[src/design/rqbq_pkg.sv]
`default_nettype none
package rqbq_pkg;

  localparam int PADDED_DIM_DEF = 128;
  localparam int CODE_BITS_DEF  = 4;

  localparam int DVW  = 45;
  localparam int QW   = 32;
  localparam int ACCW = 48;

  localparam logic [10:0] DIM_RESET = 11'd128;

  localparam logic [1:0] FN_MATRIX   = 2'd0;
  localparam logic [1:0] FN_CENTROID = 2'd1;
  localparam logic [1:0] FN_QUERY    = 2'd2;

  localparam logic REG_DIM    = 1'b0;
  localparam logic REG_DITHER = 1'b1;

  typedef enum logic [3:0] {
    ST_CLEAR,
    ST_IDLE,
    ST_CEN,
    ST_CEN_DR,
    ST_SQ,
    ST_ROT,
    ST_ROT_DR1,
    ST_ROT_DR2,
    ST_Q_SET,
    ST_Q_W,
    ST_Q_RD,
    ST_Q_N,
    ST_Q_DIV,
    ST_E_RD,
    ST_E_LD,
    ST_E_OUT
  } state_t;

  typedef struct packed {
    logic              en;
    logic              first;
    logic signed [16:0] a;
    logic signed [16:0] b;
  } mac_ctl_t;

  typedef struct packed {
    logic           start;
    logic [5:0]     steps;
    logic [DVW-1:0] num;
    logic [DVW-1:0] den;
  } div_req_t;

  typedef struct packed {
    logic          done;
    logic [QW-1:0] quo;
  } div_rsp_t;

endpackage
`default_nettype wire

[src/design/rqbq_mac.sv]
`default_nettype none
module rqbq_mac import rqbq_pkg::*; (
  input  wire                     clk,
  input  mac_ctl_t                ctl,
  output logic signed [ACCW-1:0]  acc
);

  logic signed [33:0] prod;

  assign prod = $signed(ctl.a) * $signed(ctl.b);

  always_ff @(posedge clk) begin
    if (ctl.en) begin
      acc <= (ctl.first ? {ACCW{1'b0}} : acc) + ACCW'(prod);
    end
  end

endmodule
`default_nettype wire

[config.mk]
export PLATFORM = sky130hd
export DESIGN_NAME = rqbq_mac
export DESIGN_NICKNAME = d
export VERILOG_FILES = /design/src/design/rqbq_pkg.sv /design/src/design/rqbq_mac.sv
export SDC_FILE = /design/constraint.sdc
export NUM_CORES = 1
export LEC_CHECK = 0
export BUFFER_PORTS_ARGS = -buffer_cell sky130_fd_sc_hd__buf_4
export CORE_UTILIZATION = 50
export CTS_BUF_LIST = sky130_fd_sc_hd__clkbuf_2
export DETAILED_ROUTE_END_ITERATION = 10
export PLACE_DENSITY_LB_ADDON = 0.3
export SKIP_LAST_GASP = 1
export SLEW_MARGIN = 20
export SYNTH_ARGS = -nofsm -noshare
export SYNTH_HDL_FRONTEND = slang
export SYNTH_SLANG_ARGS = --single-unit
export TNS_END_PERCENT = 30
[constraint.sdc]
create_clock -name clk -period 10.51 [get_ports clk]
set_clock_uncertainty 0.05 [all_clocks]
set_input_delay 0 -clock clk [delete_from_list [all_inputs] [get_ports clk]]
set_output_delay 0 -clock clk [all_outputs]
set_load 0.005 [all_outputs]
## After elaboration in Yosys (flattened, before gate mapping)

Cells that the tools add are included.

- Input bits: 37
- Output and inout bits: 48
- Latch bits: 0
- RAM bits: 0
- Logic and storage cells: 4
- Register bits: 48
- Memories: 0
- Memory bits (read-only): 0

- $lt $le $gt $ge: 0
- Add/sub/neg operators: 1
- Bitwise gates (word level): 0
- Shift operators: 0
- Reduce and logical (&&, ||, !) cells: 0
- Multiply operators: 1
- Div/mod/pow operators: 0
- Equality and inequality tests: 0
- Mux-type cells: 1

Operators with widths:

| cell | number |
|---|---|
| $add A48 B48 Y48 | 1 |
| $mux W48 | 1 |
| $mul A17 B17 Y34 | 1 |

## Depth between registers and ports, before layout

Gate-level depths: netlist (run 1).

- Word-level depth: 2
- Gate-level depth with buffers: 36

## Least setup slack after synthesis (run 1)

OpenSTA, ideal clock, no wires.

- Path kind: in2reg
- Start point: input ctl[10] (netlist bit)
- End point: register acc[47] (data pin)
- Arrival: 7.918 ns
- Setup time: 0.263 ns
- Stages: 36
- Slack: 2.279 ns
- Path through: clkbuf_1 clkbuf_1 nand2_1 fa_1 inv_1 fa_1 inv_1 fa_1 inv_1 fa_1 fa_1 inv_1 fa_1 inv_1 ha_1 o21ai_0 nor2_1 a2111oi_2 a22oi_1 a21o_1 a21oi_1 o21bai_1 a21o_1 a21oi_1 xnor2_1 ha_1 nand4_1 nor2_1 nand4_1 o32a_1 nand3b_1 and4b_4 a41oi_4 a2111oi_2 o41ai_2 xnor2_1

- Cells in the longest elaborated chain, start to end: 2

RTL lines:

| element | line | RTL |
|---|---|---|
| start: declaration | rqbq_mac.sv:4 | `input mac_ctl_t ctl,` |
| $mul A17 B17 Y34 | rqbq_mac.sv:10 | `assign prod = $signed(ctl.a) * $signed(ctl.b);` |
| $add A48 B48 Y48 | rqbq_mac.sv:14 | `acc <= (ctl.first ? {ACCW{1'b0}} : acc) + ACCW'(prod);` |
| end signal: assignment | rqbq_mac.sv:14 |  |
| end: declaration | rqbq_mac.sv:5 | `output logic signed [ACCW-1:0] acc` |

No other way between the ends.
A chain may end at the register's enable or synchronous reset.

## Worst setup path after layout (run 1)

- Start point: input ctl[5] (netlist bit)
- End point: register acc[47] (data pin)

Same word-level chain as after synthesis.

==> impl_metrics.yaml, run 1 <==
layout:
  finalNetCount: 2151
  top_regs: "acc x48"
  largest_register_ffs: 48
  layout-drive-gt1-share_pct: 6.68
  nFillCells: 2676
  layoutNonFillerInstCount: 2081
  regMostFlops: "acc"
  final_cell_mix: "inv_1 (311), fa_1 (297), nand2_1 (180), and2_1 (144), ha_1 (127)"
  utilization_pct: 54.3
  antennaDiodeCount: 0
  final_common_cell: "inv_1"
  area_growth_pct: 6.43
  stdcell_area_sq_um: 16200
placement:
  place_hpwl_mm: 28.7
  place.gp.congestion: 0.845
  portBuffers: 84
  place_area_sq_um: 16100
  dp.cells: 2072
die:
  rows: 63
  die_x_um: 176
  die_area_sq_um: 31100
  core_area_sq_um: 29800
  ios: 85
  die_y_um: 176
  start_util_pct: 51.1
yosys:
  post_synth_instance_area_sq_um: 15200
  synthArstFlopShare_pct: 0
  ys_warn_count: 0
  synth_top_family_by_area: "adder cells"
  muxShareOfSynthArea_pct: 0.0658
  ys_ff_latch: 48
  yosysTopAreaCell: "fa_1"
  synth-edff-count: 48
  synth_compound_area_share_pct: 10.1
  synthDominantCellAreaShare_pct: 39.1
  synth.distinct_cells: 70
  avgSynthCellArea_sq_um: 9.23
  yosys.area_share.simple_pct: 16.7
  synth_xor_area_share_pct: 5.10
  syn_inst: 1649
  synthAdderAreaFrac_pct: 49.5
  seq_area_frac_synth_pct: 9.48
  synthTopCellsByArea: "fa_1 (39%), ha_1 (10%), edfxtp_1 (9.5%)"
  synth_top_flop_cell: "edfxtp_1"
  syn_nets: 2110
global_route:
  grt_usage_pct: 23.4
  grt_pass1_wl_mm: 58.1
  grt_max_degree: 57
  gr-total-overflow: 0
  grt_pass1_vias: 11700
  antenna_found_initial: 0
cts:
  clk_pin_slew_ns: 0.31
  cts_buffers: 5
  cts_root_buffer: "clkbuf_2"
  cts_tree: "yes"
  h-tree-depth: 2
  postCtsSetupBuffers: 0
  clock_path_buffers: 2
  cts.sinks: 48
  worst_skew_pair.late_latency_ns: 0.50
critical_path:
  timing.rr.start: "acc[0]"
  required_ns: 10.77
  reg2reg_slack_ns: 6.39
  endpoint_kind: "flip-flop"
  setup.worst_path.start: "ctl[5]"
  crit_family: "adder cells"
  crit_fanout: 17
  cp.depth: 34
  startpoint_type: "primary input"
  worst_r2r_path_depth: 13
  critPathBufInv: 5
  cp-endpoint: "acc[47]"
  crit_arrival_ns: 8.88
  r2r-end: "acc[44]"
  cpPeakStageDelay_ns: 0.57
  worstSetupPathType: "in2reg"
  cpMaxStageDelayCell: "fa_1"
  timing.critical_path.mode_cell: "fa_1"
route:
  route.vias.total: 11300
  dr.pass1.iters: 5
  wl_mm: 35.0
  via_per_inst: 5.42
  ant_nets: 0
  drc: 0
  avgRoutedWirePerCell_um: 16.8
  drt_iter0_drc: 724
worst_hold_path:
  hp-start: "ctl[0]"
  holdPathStages: 3
  hold_path.class: "in2reg"
timing:
  drv_slew: 0
  rsz0062_at_grt: "false"
  hold_viol: 0
  worst_pin_slew_ns: 0.919
  clock.fmax_ghz: 0.116
  period_share_pct: 82.0
  slew_headroom_pct: 37.2
  post-route-min-period_ns: 8.62
  tns_ns: 0
  finalSetupViolCount: 0
outcome:
  status: "finished clean"
job:
  drv_cap: 0
==> how the worst min path moves through the flow <==
stage                          to  slack (ns)
after CTS                 acc[37]        0.01
after global placement    acc[46]        0.37
final                      acc[0]        0.02
after global routing       acc[0]        0.03
after detailed placement  acc[10]        0.38
after floorplan            acc[0]        0.06
==> stage by stage <==
stage          hold slack, ns  worst slack (ns)
6_report               0.0178              1.89
5_1_grt                0.0338              1.35
4_1_cts                0.0119              1.95
3_5_place_dp            0.375              1.42
3_3_place_gp            0.373              1.60
2_1_floorplan          0.0625              2.28
==> repair_timing <==
| action | CTS | global route |
|---|---|---|
| hold endpoints to repair | 0 | 8 |
| resized for setup | 0 | 0 |
| hold buffers | 0 | 1 |
| setup endpoints to repair | 0 | 0 |
==> worst register-to-register path, cell delays in order, from the launching register on <==
cell and delay, ns:
edfxtp_1 0.46, nor2b_1 0.15, ha_1 0.25, fa_1 0.43, a211oi_2 0.31, o21a_1 0.21, o311ai_1 0.18, nand4_1 0.14
or3b_4 0.43, a31oi_4 0.23, o21ai_2 0.16, or3b_1 0.38, and3_1 0.18, a2111o_1 0.37
==> layer usage <==
layer	vias to the layer above	global-route usage (%)	routed length, um
met5	-	0	0
li1	5259	-	-
met1	5695	31.5	14900
met2	270	40.5	17600
met4	0	5.21	625
met3	49	2.93	1850
==> layout make-up <==
class | count | area [sq um] | area share (%)
inverter | 312 | 1170 | 7.23
sequential | 48 | 1440 | 8.90
timing repair buffer | 86 | 648 | 4.00
tap | 390 | 488 | 3.01
clock inverter | 2 | 11.3 | 0.0696
multi-input combinational | 1237 | 12400 | 76.6
clock buffer | 6 | 30.0 | 0.185
==> cells in the mapped netlist (10+ instances only) <==
library cell and n:
inv_1 311, fa_1 297, nand2_1 180, and2_1 144
ha_1 127, a21oi_1 68, xnor2_1 60, nor2_1 59
nor2b_1 56, clkbuf_1 48, edfxtp_1 48, o21ai_0 39
a21o_1 34, xor2_1 24, nand3_1 16, o21a_1 12
nand2b_1 10, nor3_1 10
==> kinds of logic after synthesis <==
logic type / Yosys count
adders and majority gates: 424
AOI/OAI and AO/OA: 225
DFF: 48
muxes: 1
xor gates and xnor gates: 86
buffers and inverters: 364
and+or+nand+nor: 501
Power of run 1 is left out: the tool's default activity adds up to more than one toggle a clock period on the data nets, which glitch-free logic cannot reach.
==> run 2, diff against run 1 <==
Clock period 10.51 ns to 7.9 ns, I/O delays scaled along.
==> run 2 against run 1 <==
  * Worst hold slack better by 0.14 ns
  * Global-route usage is 0.53 points higher
  * Critical endpoint is now acc[44]
  * Non-clock buffer count is 175 higher
==> impl_metrics.yaml, run 2 (synthesis results as in run 1) <==
route:
  dr.pass1.iters: 7
  route.vias.total: 11900
  avgRoutedWirePerCell_um: 15.6
  wl_mm: 35.2
  via_per_inst: 5.26
  drt_iter0_drc: 520
  ant_nets: 0
  drc: 0
die:
  die_x_um: 176
  rows: 63
  die_area_sq_um: 31100
  ios: 85
  core_area_sq_um: 29800
  start_util_pct: 51.1
  die_y_um: 176
cts:
  worst_skew_pair.late_latency_ns: 0.49
  cts_tree: "yes"
  clk_pin_slew_ns: 0.28
  h-tree-depth: 2
  cts.sinks: 48
  cts_root_buffer: "clkbuf_2"
  clock_path_buffers: 2
  cts_buffers: 5
layout:
  finalNetCount: 2326
  regMostFlops: "acc"
  largest_register_ffs: 48
  final_cell_mix: "inv_1 (308), fa_1 (293), buf_4 (258), nand2_1 (179), and2_1 (144)"
  utilization_pct: 59.6
  top_regs: "acc x48"
  layout-drive-gt1-share_pct: 17.1
  layoutNonFillerInstCount: 2256
  final_common_cell: "inv_1"
  area_growth_pct: 16.8
  antennaDiodeCount: 0
global_route:
  grt_pass1_wl_mm: 60.1
  grt_usage_pct: 24.0
  grt_pass1_vias: 12700
  gr-total-overflow: 0
  grt_max_degree: 57
  antenna_found_initial: 0
critical_path:
  endpoint_kind: "flip-flop"
  startpoint_type: "primary input"
  crit_arrival_ns: 7.75
  cpMaxStageDelayCell: "fa_2"
  required_ns: 8.13
  cpPeakStageDelay_ns: 0.60
  timing.critical_path.mode_cell: "fa_1"
  worstSetupPathType: "in2reg"
  crit_fanout: 9
timing:
  slew_headroom_pct: 55.1
  worst_pin_slew_ns: 0.673
  drv_slew: 0
  post-route-min-period_ns: 7.52
  period_share_pct: 95.2
  whs_ns: 0.156
  finalSetupViolCount: 0
  tns_ns: 0
  hold_viol: 0
  clock.fmax_ghz: 0.133
placement:
  place_hpwl_mm: 30.6
  dp.cells: 2239
  portBuffers: 84
  place.gp.congestion: 0.876
outcome:
  status: "finished clean"
job:
  drv_cap: 0
worst_hold_path:
  hold_path.class: "in2reg"
==> run 2: per-layer routing <==
| metal | wire length [um] | share of wire [%] | track usage (%) |
|---|---|---|---|
| met1 | 15100 | 43 | 31.1 |
| met2 | 18400 | 52 | 43.7 |
| met3 | 1010 | 2.9 | 1.61 |
| met4 | 730 | 2.1 | 5.42 |
| met5 | 0 | 0 | 0 |
==> run 2: critical path: cells and delay by family <==
kind	cells	cell delay, ns
AND/OR/NAND/NOR	4	0.70
AO/OA/AOI/OAI	10	2.17
buffers and inverters	9	0.94
XOR/XNOR	1	0.22
adder cells (fa/ha/maj)	8	3.70
==> run 2: timing repair <==
action	4_1_cts	5_1_grt
gates resized for setup	0	38
setup buffers	0	7
hold endpoints to repair	10	0
hold buffers	2	0
endpoints found under the setup margin	0	10
==> run 2: worst paths after layout <==
check / startpoint / to / slack (ns) / cells after the start
setup / recovery: ctl[2] / acc[44] / 0.38 / 32
hold reg to reg: acc[0] / acc[0] / 0.77 / 2
setup reg to reg: acc[0] / acc[44] / 3.86 / 13
hold / removal: ctl[17] / acc[0] / 0.16 / 4
==> run 2: final cells by class <==
type | count | area [sq um]
Sequential cell | 48 | 1440
Timing Repair Buffer | 261 | 1970
Fill cell | 2621 | 12000
Clock buffer | 5 | 25.0
Clock inverter | 3 | 90.1
Multi-Input combinational cell | 1237 | 12600
Inverter | 312 | 1170
Tap cell | 390 | 488
==> run 2: per-stage QoR <==
step / area, sq um / setup WS, ns
5_1_grt: 17800 / -0.0233
6_report: 17800 / 0.383
3_3_place_gp: 17400 / -0.205
4_1_cts: 17500 / 0.0430
2_1_floorplan: 15300 / -0.0549
3_5_place_dp: 17400 / -0.424
Power of run 2 is left out for the same reason.
