### config.mk
export PLATFORM = sky130hd
export DESIGN_NAME = rqbq_div
export DESIGN_NICKNAME = d
export VERILOG_FILES = /design/src/design/rqbq_pkg.sv /design/src/design/rqbq_div.sv
export SDC_FILE = /design/constraint.sdc
export NUM_CORES = 1
export LEC_CHECK = 0
export BUFFER_PORTS_ARGS = -buffer_cell sky130_fd_sc_hd__buf_2
export CAP_MARGIN = 10
export CORE_UTILIZATION = 46
export DETAILED_ROUTE_END_ITERATION = 8
export PLACE_DENSITY = 0.74
export SYNTH_ARGS = -nofsm -noshare
export SYNTH_HDL_FRONTEND = slang
export SYNTH_SLANG_ARGS = --single-unit
### constraint.sdc
create_clock -name clk -period 3.5 [get_ports clk]
set_input_delay 0.7 -clock clk [delete_from_list [all_inputs] [get_ports clk]]
set_output_delay 0.7 -clock clk [all_outputs]
set_load 0.005 [all_outputs]
### src/design/rqbq_pkg.sv
`default_nettype none
package rqbq_pkg;

  localparam int PADDED_DIM_DEF = 128;
  localparam int CODE_BITS_DEF  = 4;

  localparam int DVW  = 45;
  localparam int QW   = 32;
  localparam int ACCW = 48;

  localparam logic [10:0] DIM_RESET = 11'd128;

  localparam logic [1:0] FN_MATRIX   = 2'd0;
  localparam logic [1:0] FN_CENTROID = 2'd1;
  localparam logic [1:0] FN_QUERY    = 2'd2;

  localparam logic REG_DIM    = 1'b0;
  localparam logic REG_DITHER = 1'b1;

  typedef enum logic [3:0] {
    ST_CLEAR,
    ST_IDLE,
    ST_CEN,
    ST_CEN_DR,
    ST_SQ,
    ST_ROT,
    ST_ROT_DR1,
    ST_ROT_DR2,
    ST_Q_SET,
    ST_Q_W,
    ST_Q_RD,
    ST_Q_N,
    ST_Q_DIV,
    ST_E_RD,
    ST_E_LD,
    ST_E_OUT
  } state_t;

  typedef struct packed {
    logic              en;
    logic              first;
    logic signed [16:0] a;
    logic signed [16:0] b;
  } mac_ctl_t;

  typedef struct packed {
    logic           start;
    logic [5:0]     steps;
    logic [DVW-1:0] num;
    logic [DVW-1:0] den;
  } div_req_t;

  typedef struct packed {
    logic          done;
    logic [QW-1:0] quo;
  } div_rsp_t;

endpackage
`default_nettype wire

### src/design/rqbq_div.sv
`default_nettype none
module rqbq_div import rqbq_pkg::*; (
  input  wire      clk,
  input  wire      rst,
  input  div_req_t req,
  output div_rsp_t rsp
);

  logic [DVW-1:0] rem;
  logic [DVW-1:0] den;
  logic [5:0]     cnt;
  logic [QW-1:0]  quo;
  logic           run;
  logic           done;
  logic           fits;

  assign fits = (rem >= den);

  always_ff @(posedge clk) begin
    if (rst) begin
      run  <= 1'b0;
      done <= 1'b0;
    end else begin
      done <= 1'b0;
      if (req.start) begin
        run <= 1'b1;
      end else if (run && cnt == 6'd1) begin
        run  <= 1'b0;
        done <= 1'b1;
      end
    end
  end

  // restoring division, one quotient bit per cycle, divisor pre-shifted
  always_ff @(posedge clk) begin
    if (req.start) begin
      rem <= req.num;
      den <= req.den;
      cnt <= req.steps;
      quo <= '0;
    end else if (run) begin
      if (fits) begin
        rem <= rem - den;
      end
      quo <= {quo[QW-2:0], fits};
      den <= den >> 1;
      cnt <= cnt - 6'd1;
    end
  end

  assign rsp.done = done;
  assign rsp.quo  = quo;

endmodule
`default_nettype wire

-- After elaboration in Yosys (flattened, before gate mapping)
Cells that the tools add are included.
- register bits after elaboration: 130
- bits of input ports: 99
- output and inout bits: 33
- logic and storage cells: 26
- add/sub/neg operators: 2
- order comparisons: 1
- equality and inequality tests: 1
- muxes and demuxes: 10
- reduce and logical (&&, ||, !) cells: 6
- operators with widths (cell ; number):
    $mux 45 ; 5
    $ge 45x45->1 ; 1
    $sub 45x45->45 ; 1
    $mux 6 ; 2
    $eq 6x1->1 const B ; 1
    $reduce_bool 2->1 ; 3
    $sub 6x1->6 const B ; 1
    $mux 1 ; 3
    $reduce_and 2->1 ; 1
    $reduce_or 2->1 ; 1
    $logic_and 1x1->1 ; 1

-- Depth between registers and ports, before layout
Gate-level depths: netlist (run 1).
- depth in word-level cells: 4
- mapped depth: 11

-- Worst setup path after synthesis (run 1)
No wires, ideal clock.
- path kind: register to register
- start point: reg rem[12]
- end point: reg rem[0] (enable)
- library setup time: 0.563 ns
- arrival: 2.788 ns
- data required time: 2.937 ns
- setup slack: 0.149 ns
- cell stages (with the launch flop): 11
- clock period less this slack: 3.351 ns
- path through: edfxtp_1 ha_1 buf_2 a21oi_1 o21ai_0 a221o_1 a211oi_2 or3_1 nand4_1 nand3_1 nand2_1
- word-level cells in the longest chain between the ends: 3
- RTL lines (item ; line ; source):
    start, declared ; rqbq_div.sv:9 ; logic [DVW-1:0] rem;
    start signal, assigned ; rqbq_div.sv:37 ; rem <= req.num;
    start signal, assigned ; rqbq_div.sv:43 ; rem <= rem - den;
    $ge 45x45->1 ; rqbq_div.sv:17 ; assign fits = (rem >= den);
    $reduce_bool 2->1 (no source line) ; n/a ;
    $reduce_and 2->1 (no source line) ; n/a ;
Every way passes these cells.
A chain may end at the register's enable or synchronous reset.

-- Worst setup path after layout (run 1)
- start point: reg rem[34]
- end point: reg rem[37] (enable)
Same word-level chain as after synthesis.

==> results.md, run 1 <==
- The initial core utilization is a little under half.
- The detail route stage leaves a number of antenna-violating nets equal to 0.
- CTS saw 130 sinks.
- For this run, design rule violations remaining after detail routing come to 0.
- For flop-to-flop paths, the worst setup slack is roughly 460 ps.
- The cell area after technology mapping is between 8000 and 9000 um^2.
- For this run, the top clock speed supported by timing is approximately 0.33 GHz.
- The signal arrival time at the worst endpoint is between 3000 and 4000 ps.
- The cell seen most often among critical-path stages is sky130_fd_sc_hd__nand4_1.
- The remaining global-route overflow is 0.
- The worst setup skew after layout is 10.9 ps.
- The placeable core area is 17200 um^2.
- The synthesized design devotes to its leading area cell type 35.5% of total area.
- The count of flip-flops with a built-in enable after synthesis is 96.
- For this design the static power due to leakage is 0.00415 uW.
- The library cell contributing the largest single delay on the critical path is sky130_fd_sc_hd__or4_1.
- The clock edge transition at the registers on the reported setup and hold paths is about 60 ps.
- The share of the yosys chip area belonging to registers is between 40% and 50%.
- The data required time at the worst endpoint is 3580 ps.
- The signal on the critical path passes through ha_1 > nand4_1 > or4_1 > or3_1 > nand4_1 > nand3_1 > nand2_2 > buf_4.
- The final critical-path share of the clock period is a little under 90%.
- The library cell with the largest summed area after synthesis is sky130_fd_sc_hd__edfxtp_1.
- The cell count of the worst reg-to-reg path is 8.
- STA classifies the critical path startpoint as a register.
- In this run, the number of DRC markers left after iteration 0 of detailed routing was just under 500.
- In this run, synthesis produced a sequential element count of 130.
- The flow ran to the end, and the final reports show no timing, DRC or antenna violations.
- The synthesized net count is about 1000.
- The worst ir drop on vdd is about 0.47 mV.
- The number of library cell types mapped by synthesis is 72.
- In this run the worst path has a maximum fanout of 25.
- The final hold violation count is 0.
- Summing the areas of all xor and xnor instances in the mapped netlist gives under 10% of the synthesized area.
- The number of buffers on the longest clock path is 2.
- The summed negative setup slack over all endpoints is 0 ps.
- The total vias in the final route is 6740.
- The total routing resource utilization after global routing is between 20 and 25%.
- The average wire per cell in the routed design is around 16 um.
- The endpoint of the most critical register-to-register path is rem[37].
- The startpoint-to-endpoint class of the critical path is reg -> reg.
- Counting the fill cells in the layout gives ~1500.
- Compared with the post-synthesis result, the final layout area differs by 16.9%.
- The most frequent cell after synthesis is sky130_fd_sc_hd__nand2_1.
- Routability-driven placement finished with a final weighted congestion of just under 0.9.
- The post-synthesis adder-cell area fraction is under 10%.
- The post-CTS resize count is 0.
- In the routed layout, each cell is associated on average with a via count of 5.45.
- The kind of path behind the tightest hold check is in -> reg.
- Along the worst hold path, the cell count comes to 2.
- The area share of and/or/nand/nor cells after synthesis is between 10% and 20%.
- The initial antenna violation count is 2.
- The clock tree from TritonCTS is built.
- The number of global-route vias before repair came to about 6600.
- The smallest clock period supported by the final layout is computed as approximately 3000 ps.
- After technology mapping, the gate count stands at about 900.
- The worst pin sits at a relative slew slack of approximately half.
- The count of buffers inserted at the top-level ports is ~130.
- The number of search-and-repair iterations in the first detailed-routing pass is 5.
- The path with the worst hold slack has its endpoint at run.
- The fraction of synthesis flops using an asynchronous set or reset pin is 0%.
- For this design the top-level I/O count stands at about 130.
- Power comes to 6470 uW.
- In this run the horizontal extent of the chip is between 100 and 150 um.
- The number of failing setup endpoints in the final timing report is 0.
- The number of setup buffers added after CTS is 0.
- The tool flagged a number of max-cap violations equal to 0.
- For the worst-skew pair, the clock arrives at the later sink with an insertion delay of around 420 ps.
- The worst setup path is captured at a register.
- The dominant combinational cell family by area after synthesis is compound AO/OA/AOI/OAI gates.
- The die is about 130 um tall.
- The detailed placer's ending HPWL is approximately 14000 um.
- The warning count from the yosys run is 0.
- The synthesized area per cell is between 9 and 10 um^2.
- Summed over all layers, the routed wires come to 19200 um.
- The die covers approximately 18000 um^2.
- In the post-synthesis netlist, the biggest area contributors are sky130_fd_sc_hd__edfxtp_1 (36%), sky130_fd_sc_hd__dfxtp_1 (8.4%), sky130_fd_sc_hd__ha_1 (7.2%).
- In this run the core area contains 48 standard-cell rows.
- The first global-routing pass estimated about 31000 um of wire.
- By count the netlist is led by sky130_fd_sc_hd__nand2_1 (140), sky130_fd_sc_hd__o21ai_0 (107), sky130_fd_sc_hd__edfxtp_1 (96), sky130_fd_sc_hd__nor2_1 (63), sky130_fd_sc_hd__inv_1 (57).
- The portion of synthesized area spent on multiplexers is a little under 4%.
- The sequential cells in the finished layout cover a total of about 3600 um^2.
- The antenna diode instance count is 0.
- Summing all multi-input logic gate instances after layout gives 4100 um^2.
- The launch point of the worst reg-to-reg path is rem[34].
- The ratio of total power to cell area is 682 nW/um^2.
- For this run, the post-layout net count is about 1100.
- The root buffer cell is sky130_fd_sc_hd__clkbuf_16.
- The number of clock buffers added by TritonCTS is 17.
- The final count of pins violating max slew is 0.
- For this design, the CTS-stage hold fixing added 0 buffers.
- Summing the areas of all compound-gate instances in the mapped netlist gives 18.1% of the synthesized area.
- Entering global routing, the biggest net connects 147 pins.
- The final hold slack is 443 ps.
- The fraction of layout cells with a size suffix above 1 is 19.1%.
- The slew of the pin with the lowest slew margin is between 700 and 800 ps.
- The number of levels in the clock H-tree is 4.
- The launch point of the worst hold path is rst.
- Setup repair after global routing left no endpoint under its margin.
- The delay contributed by the slowest stage of the critical path is between 500 and 600 ps.
- The flip-flop cell with the highest count after synthesis is sky130_fd_sc_hd__edfxtp_1.
[critical path, delay by kind of cell, from the launching register on]
family                     cells  cell delay (ps)
DFF                            1              380
buffers and inverters          1              370
adders and majority gates      1              450
and+or+nand+nor                6             1470
[report_power, final]
part           total, uW  switching [uW]  internal [uW]  leakage (uW)
Combinational       2600            1560           1030       0.00260
Clock               1810             671           1140      0.000301
Sequential          2070            78.9           1990       0.00125
[stage by stage]
stage	instance area, um^2	std cells	setup slack (ps)	util, %
after floorplan	8120	895	149	-
after global placement	8880	1204	584	51.5
after detailed placement	8880	1204	525	51.5
after CTS	9490	1236	505	55.1
after global routing	9490	1236	289	55.1
final	9490	1236	464	55.1
[worst max path at each step]
stage | start | to | depth (start not counted)
3_5_place_dp | rem[34] | rem[36] | 8
5_1_grt | den[11] | rem[12] | 11
3_3_place_gp | rem[28] | rem[34] | 10
6_report | rem[34] | rem[37] | 8
4_1_cts | rem[34] | rem[37] | 8
2_1_floorplan | rem[12] | rem[0] | 10
[logic make-up after synthesis]
| family | after synthesis |
|---|---|
| flops | 130 |
| mux | 32 |
| fa+ha+maj | 48 |
| xor+xnor | 40 |
| buf+inv | 109 |
| compound gates | 241 |
| simple gates | 295 |
[cell usage in the layout (no fill, tap or decap), types with 14 or more instances in the layout]
cell type                   count
sky130_fd_sc_hd__nand2_1      139
sky130_fd_sc_hd__buf_2        130
sky130_fd_sc_hd__o21ai_0      107
sky130_fd_sc_hd__edfxtp_1      96
sky130_fd_sc_hd__nor2_1        63
sky130_fd_sc_hd__inv_1         57
sky130_fd_sc_hd__a21oi_1       55
sky130_fd_sc_hd__ha_1          47
sky130_fd_sc_hd__dfxtp_1       33
sky130_fd_sc_hd__mux2i_1       31
sky130_fd_sc_hd__xor2_1        22
sky130_fd_sc_hd__clkbuf_16     22
sky130_fd_sc_hd__xnor2_1       18
sky130_fd_sc_hd__nand4_1       15
sky130_fd_sc_hd__nand3_1       15
sky130_fd_sc_hd__a21o_1        14
[state kept, by name, summed over array words and instances, names as in the netlist]
signal,flops
done,1
den,45
quo,32
run,1
cnt,6
rem,45
[layer usage]
| layer | GRT usage [%] | wire length (um) | vias to the layer above |
|---|---|---|---|
| met5 | 0 | 10 | - |
| met4 | 7.55 | 447 | 2 |
| met3 | 6.72 | 1400 | 41 |
| met2 | 34.2 | 8490 | 221 |
| met1 | 29.1 | 8840 | 3094 |
| li1 | - | - | 3382 |
[layout make-up]
class	count	area share [%]
repair buffers	136	7.63
flip-flops and latches	130	37.6
clock inverters	5	0.330
inverters	57	2.25
well taps	225	2.97
multi-input cells	656	43.2
clock buffers	27	6.10
Power figures use the tool's default switching activity.
==> run 2, diff against run 1 <==
Settings changed: RECOVER_POWER set to 50.
==> results.md, run 2 (same netlist as run 1, synthesis figures left out) <==
- The wire length of the first global-routing pass is 31500 um (unchanged).
- The remaining global-route overflow is 0 (unchanged).
- The library cell contributing the largest single delay on the critical path was sky130_fd_sc_hd__or2_1 (was sky130_fd_sc_hd__or4_1).
- The worst setup skew after layout is 10.4 ps (was 10.9 ps).
- The average wire per cell in the routed design is 15.5 um (about the same).
- The final critical-path share of the clock period was 89.6% (was 86.8%).
- The total of max-cap violations is 0 (unchanged).
- The logic depth of the worst path, buffers included is 3 (was 8).
- The first element of the critical path was req[96] (was rem[34]).
- The final-stage net count was 1145 (unchanged).
- Unrepaired setup endpoints after global routing: no (unchanged).
- The data required time at the worst endpoint is 3620 ps (was 3580 ps).
- The antenna diode instance count is 0 (unchanged).
- The final hold violation count is 0 (unchanged).
- The placeable core area is 17200 um^2 (unchanged).
- The family with the most delay on the worst path is buffers and inverters (was simple AND/OR/NAND/NOR gates).
- The final count of pins violating max slew is 0 (unchanged).
- The total leakage power is 0.00407 uW (was 0.00415 uW).
- The number of rows created at floorplan is 48 (unchanged).
- The chip height is 135 um (unchanged).
- The cell count of the worst reg-to-reg path is 8 (unchanged).
- The kind of path behind the tightest hold check is in -> reg (unchanged).
- The amount of wire on met3 after detailed routing is 1350 um (was 1400 um).
- The number of cells traversed by the worst hold path is 2 (unchanged).
- The fmax is 0.319 GHz (was 0.329 GHz).
- The final antenna-violating net count is 0 (unchanged).
- The cell count after placement is 1204 (unchanged).
- The number of DRC violations after detailed-routing iteration 0 came to 508 (was 490).
- The fraction of layout cells with a size suffix above 1 was 17.3% (was 19.1%).
- The count of buffering cells on the critical path with inverters included is 2 (was 1).
- Most frequent cells in the layout: sky130_fd_sc_hd__nand2_1 (139), sky130_fd_sc_hd__buf_2 (113), sky130_fd_sc_hd__o21ai_0 (107) (was sky130_fd_sc_hd__nand2_1 (139), sky130_fd_sc_hd__buf_2 (130), sky130_fd_sc_hd__o21ai_0 (107)).
- The number of non-filler instances in the completed layout is 1236 (unchanged).
- The insertion delay to the later sink of the worst-skew pair is 420 ps (about the same).
- Top flop regs: den: 45 flops, rem: 45 flops, quo: 32 flops (unchanged).
- The routability-driven placement congestion ratio is 0.879 (unchanged).
- The number of failing setup endpoints in the final timing report is 0 (unchanged).
- The number of levels in the clock H-tree was 4 (unchanged).
- The maximum net fanout on the critical path was 78 (was 25).
- The number of global-route vias before repair came to 6561 (unchanged).
- The total vias in the final route is 6730 (was 6740).
- The ratio of total power to cell area is 684 nW/um^2 (was 682 nW/um^2).
- The total routing resource utilization after global routing was 22.0% (unchanged).
- The layout filler cell count is 1548 (was 1535).
- The highest metal layer used by the detailed router was met5 (unchanged).
- The critical path endpoint is den[18] (was rem[37]).
- The total I/O pin count was 132 (unchanged).
- The number of setup buffers added after CTS came to 0 (unchanged).
- Result of the run: complete, no violations (unchanged).
- The total routed wire length on the met1 layer came to 8820 um (was 8840 um).
- The post-CTS resize count was 0 (unchanged).
- The type of element capturing the critical path is a register (unchanged).
- The commonest non-fill, non-tap cell in the layout is sky130_fd_sc_hd__nand2_1 (unchanged).
- The startpoint type of the worst setup path is an input port (was register).
- The detailed placer's ending HPWL was 13800 um (unchanged).
- The endpoint of the most critical register-to-register path is rem[37] (unchanged).
- The initial core utilization was 47.1% (unchanged).
- The clock edge transition at the registers on the reported setup and hold paths is 50 ps (was 60 ps).
- The worst ir drop on vdd is 0.472 mV (about the same).
- The summed negative setup slack over all endpoints was 0 ps (unchanged).
- The root buffer cell is sky130_fd_sc_hd__clkbuf_16 (unchanged).
- The number of hold-repair buffers added at the cts stage is 0 (unchanged).
- The signal arrival time at the worst endpoint was 3250 ps (was 3110 ps).
- The worst slew margin relative to its limit is 0.419% (was 49.4%).
- The die width is 135 um (unchanged).
- The slew of the pin with the lowest slew margin was 1490 ps (was 760 ps).
- The routed wire length came to 19200 um (about the same).
- The number of search-and-repair iterations in the first detailed-routing pass is 5 (unchanged).
- The largest net degree at the start of global routing came to 147 (unchanged).
- The routed length on met2 is 8540 um (was 8490 um).
- The launch point of the worst reg-to-reg path is rem[34] (unchanged).
- The layout overhead on the synthesized area is 16.6% (was 16.9%).
- The delay contributed by the slowest stage of the critical path was 1160 ps (was 580 ps).
- The via density per instance is 5.44 (was 5.45).
- The startpoint-to-endpoint class of the critical path is in -> reg (was reg -> reg).
- The initial antenna violation count is 2 (unchanged).
- The full die area is 18200 um^2 (unchanged).
- The clock tree from TritonCTS is built (unchanged).
- The count of buffers inserted at the top-level ports is 131 (unchanged).
- Sequence of cells on the critical path: clkbuf_2 > or2_1 > buf_12 (was ha_1 > nand4_1 > or4_1 > or3_1 > nand4_1 > nand3_1 > nand2_2 > buf_4).
- The clock period minus final worst setup slack is 3140 ps (was 3040 ps).
- The total clock buffers created by CTS is 17 (unchanged).
- The count of clock tree sinks is 130 (unchanged).
- The register-to-register setup slack is 450 ps (was 460 ps).
- The number of buffers on the longest clock path was 2 (unchanged).
- The total DRC errors in the routed layout is 0 (unchanged).
## run 2: routing by layer
| layer | up-vias | track usage (%) |
|---|---|---|
| met3 | 38 | 6.72 |
| met4 | 2 | 7.55 |
| met1 | 3096 | 29.1 |
| li1 | 3382 | - |
| met2 | 212 | 34.2 |
| met5 | - | 0 |
## run 2: metrics by stage
stage	area (um^2)	util [%]	power, uW	hold WS [ps]	setup slack, ps
floorplan	8120	-	4100	485	149
global placement	8880	51.5	4600	471	584
detailed placement	8880	51.5	4650	488	525
CTS	9490	55.1	6460	424	505
global route	9460	54.9	6880	429	179
finish	9460	54.9	6470	443	364
## run 2: power by group
| group | internal, uW | switching [uW] | total [uW] |
|---|---|---|---|
| combinational | 1030 | 1570 | 2600 |
| sequential | 1990 | 79.1 | 2070 |
| clock | 1140 | 671 | 1810 |
| total | 4160 | 2320 | 6470 |
## run 2: how the worst min path moves through the flow
stage | start | to | slack [ps]
final | rst | run | 440
after floorplan | quo[31] | quo[31] | 490
after CTS | rst | run | 420
after global placement | quo[31] | quo[31] | 470
after global routing | rst | run | 430
after detailed placement | quo[31] | quo[31] | 490
## run 2: final cells by class
| class | count | area, um^2 | area share [%] |
|---|---|---|---|
| clock inverter | 5 | 31.3 | 0.331 |
| inverter | 57 | 214 | 2.26 |
| clock buffer | 27 | 579 | 6.12 |
| sequential | 130 | 3560 | 37.7 |
| multi-input combinational | 656 | 4100 | 43.3 |
| timing repair buffer | 136 | 697 | 7.36 |
| tap | 225 | 282 | 2.98 |
## run 2: worst register-to-register path: cells and delay by family, from the launching register on
family | cells | cell delay, ps
AND/OR/NAND/NOR | 6 | 1480
adder cells (fa/ha/maj) | 1 | 450
flip-flops | 1 | 380
buffers and inverters | 1 | 380
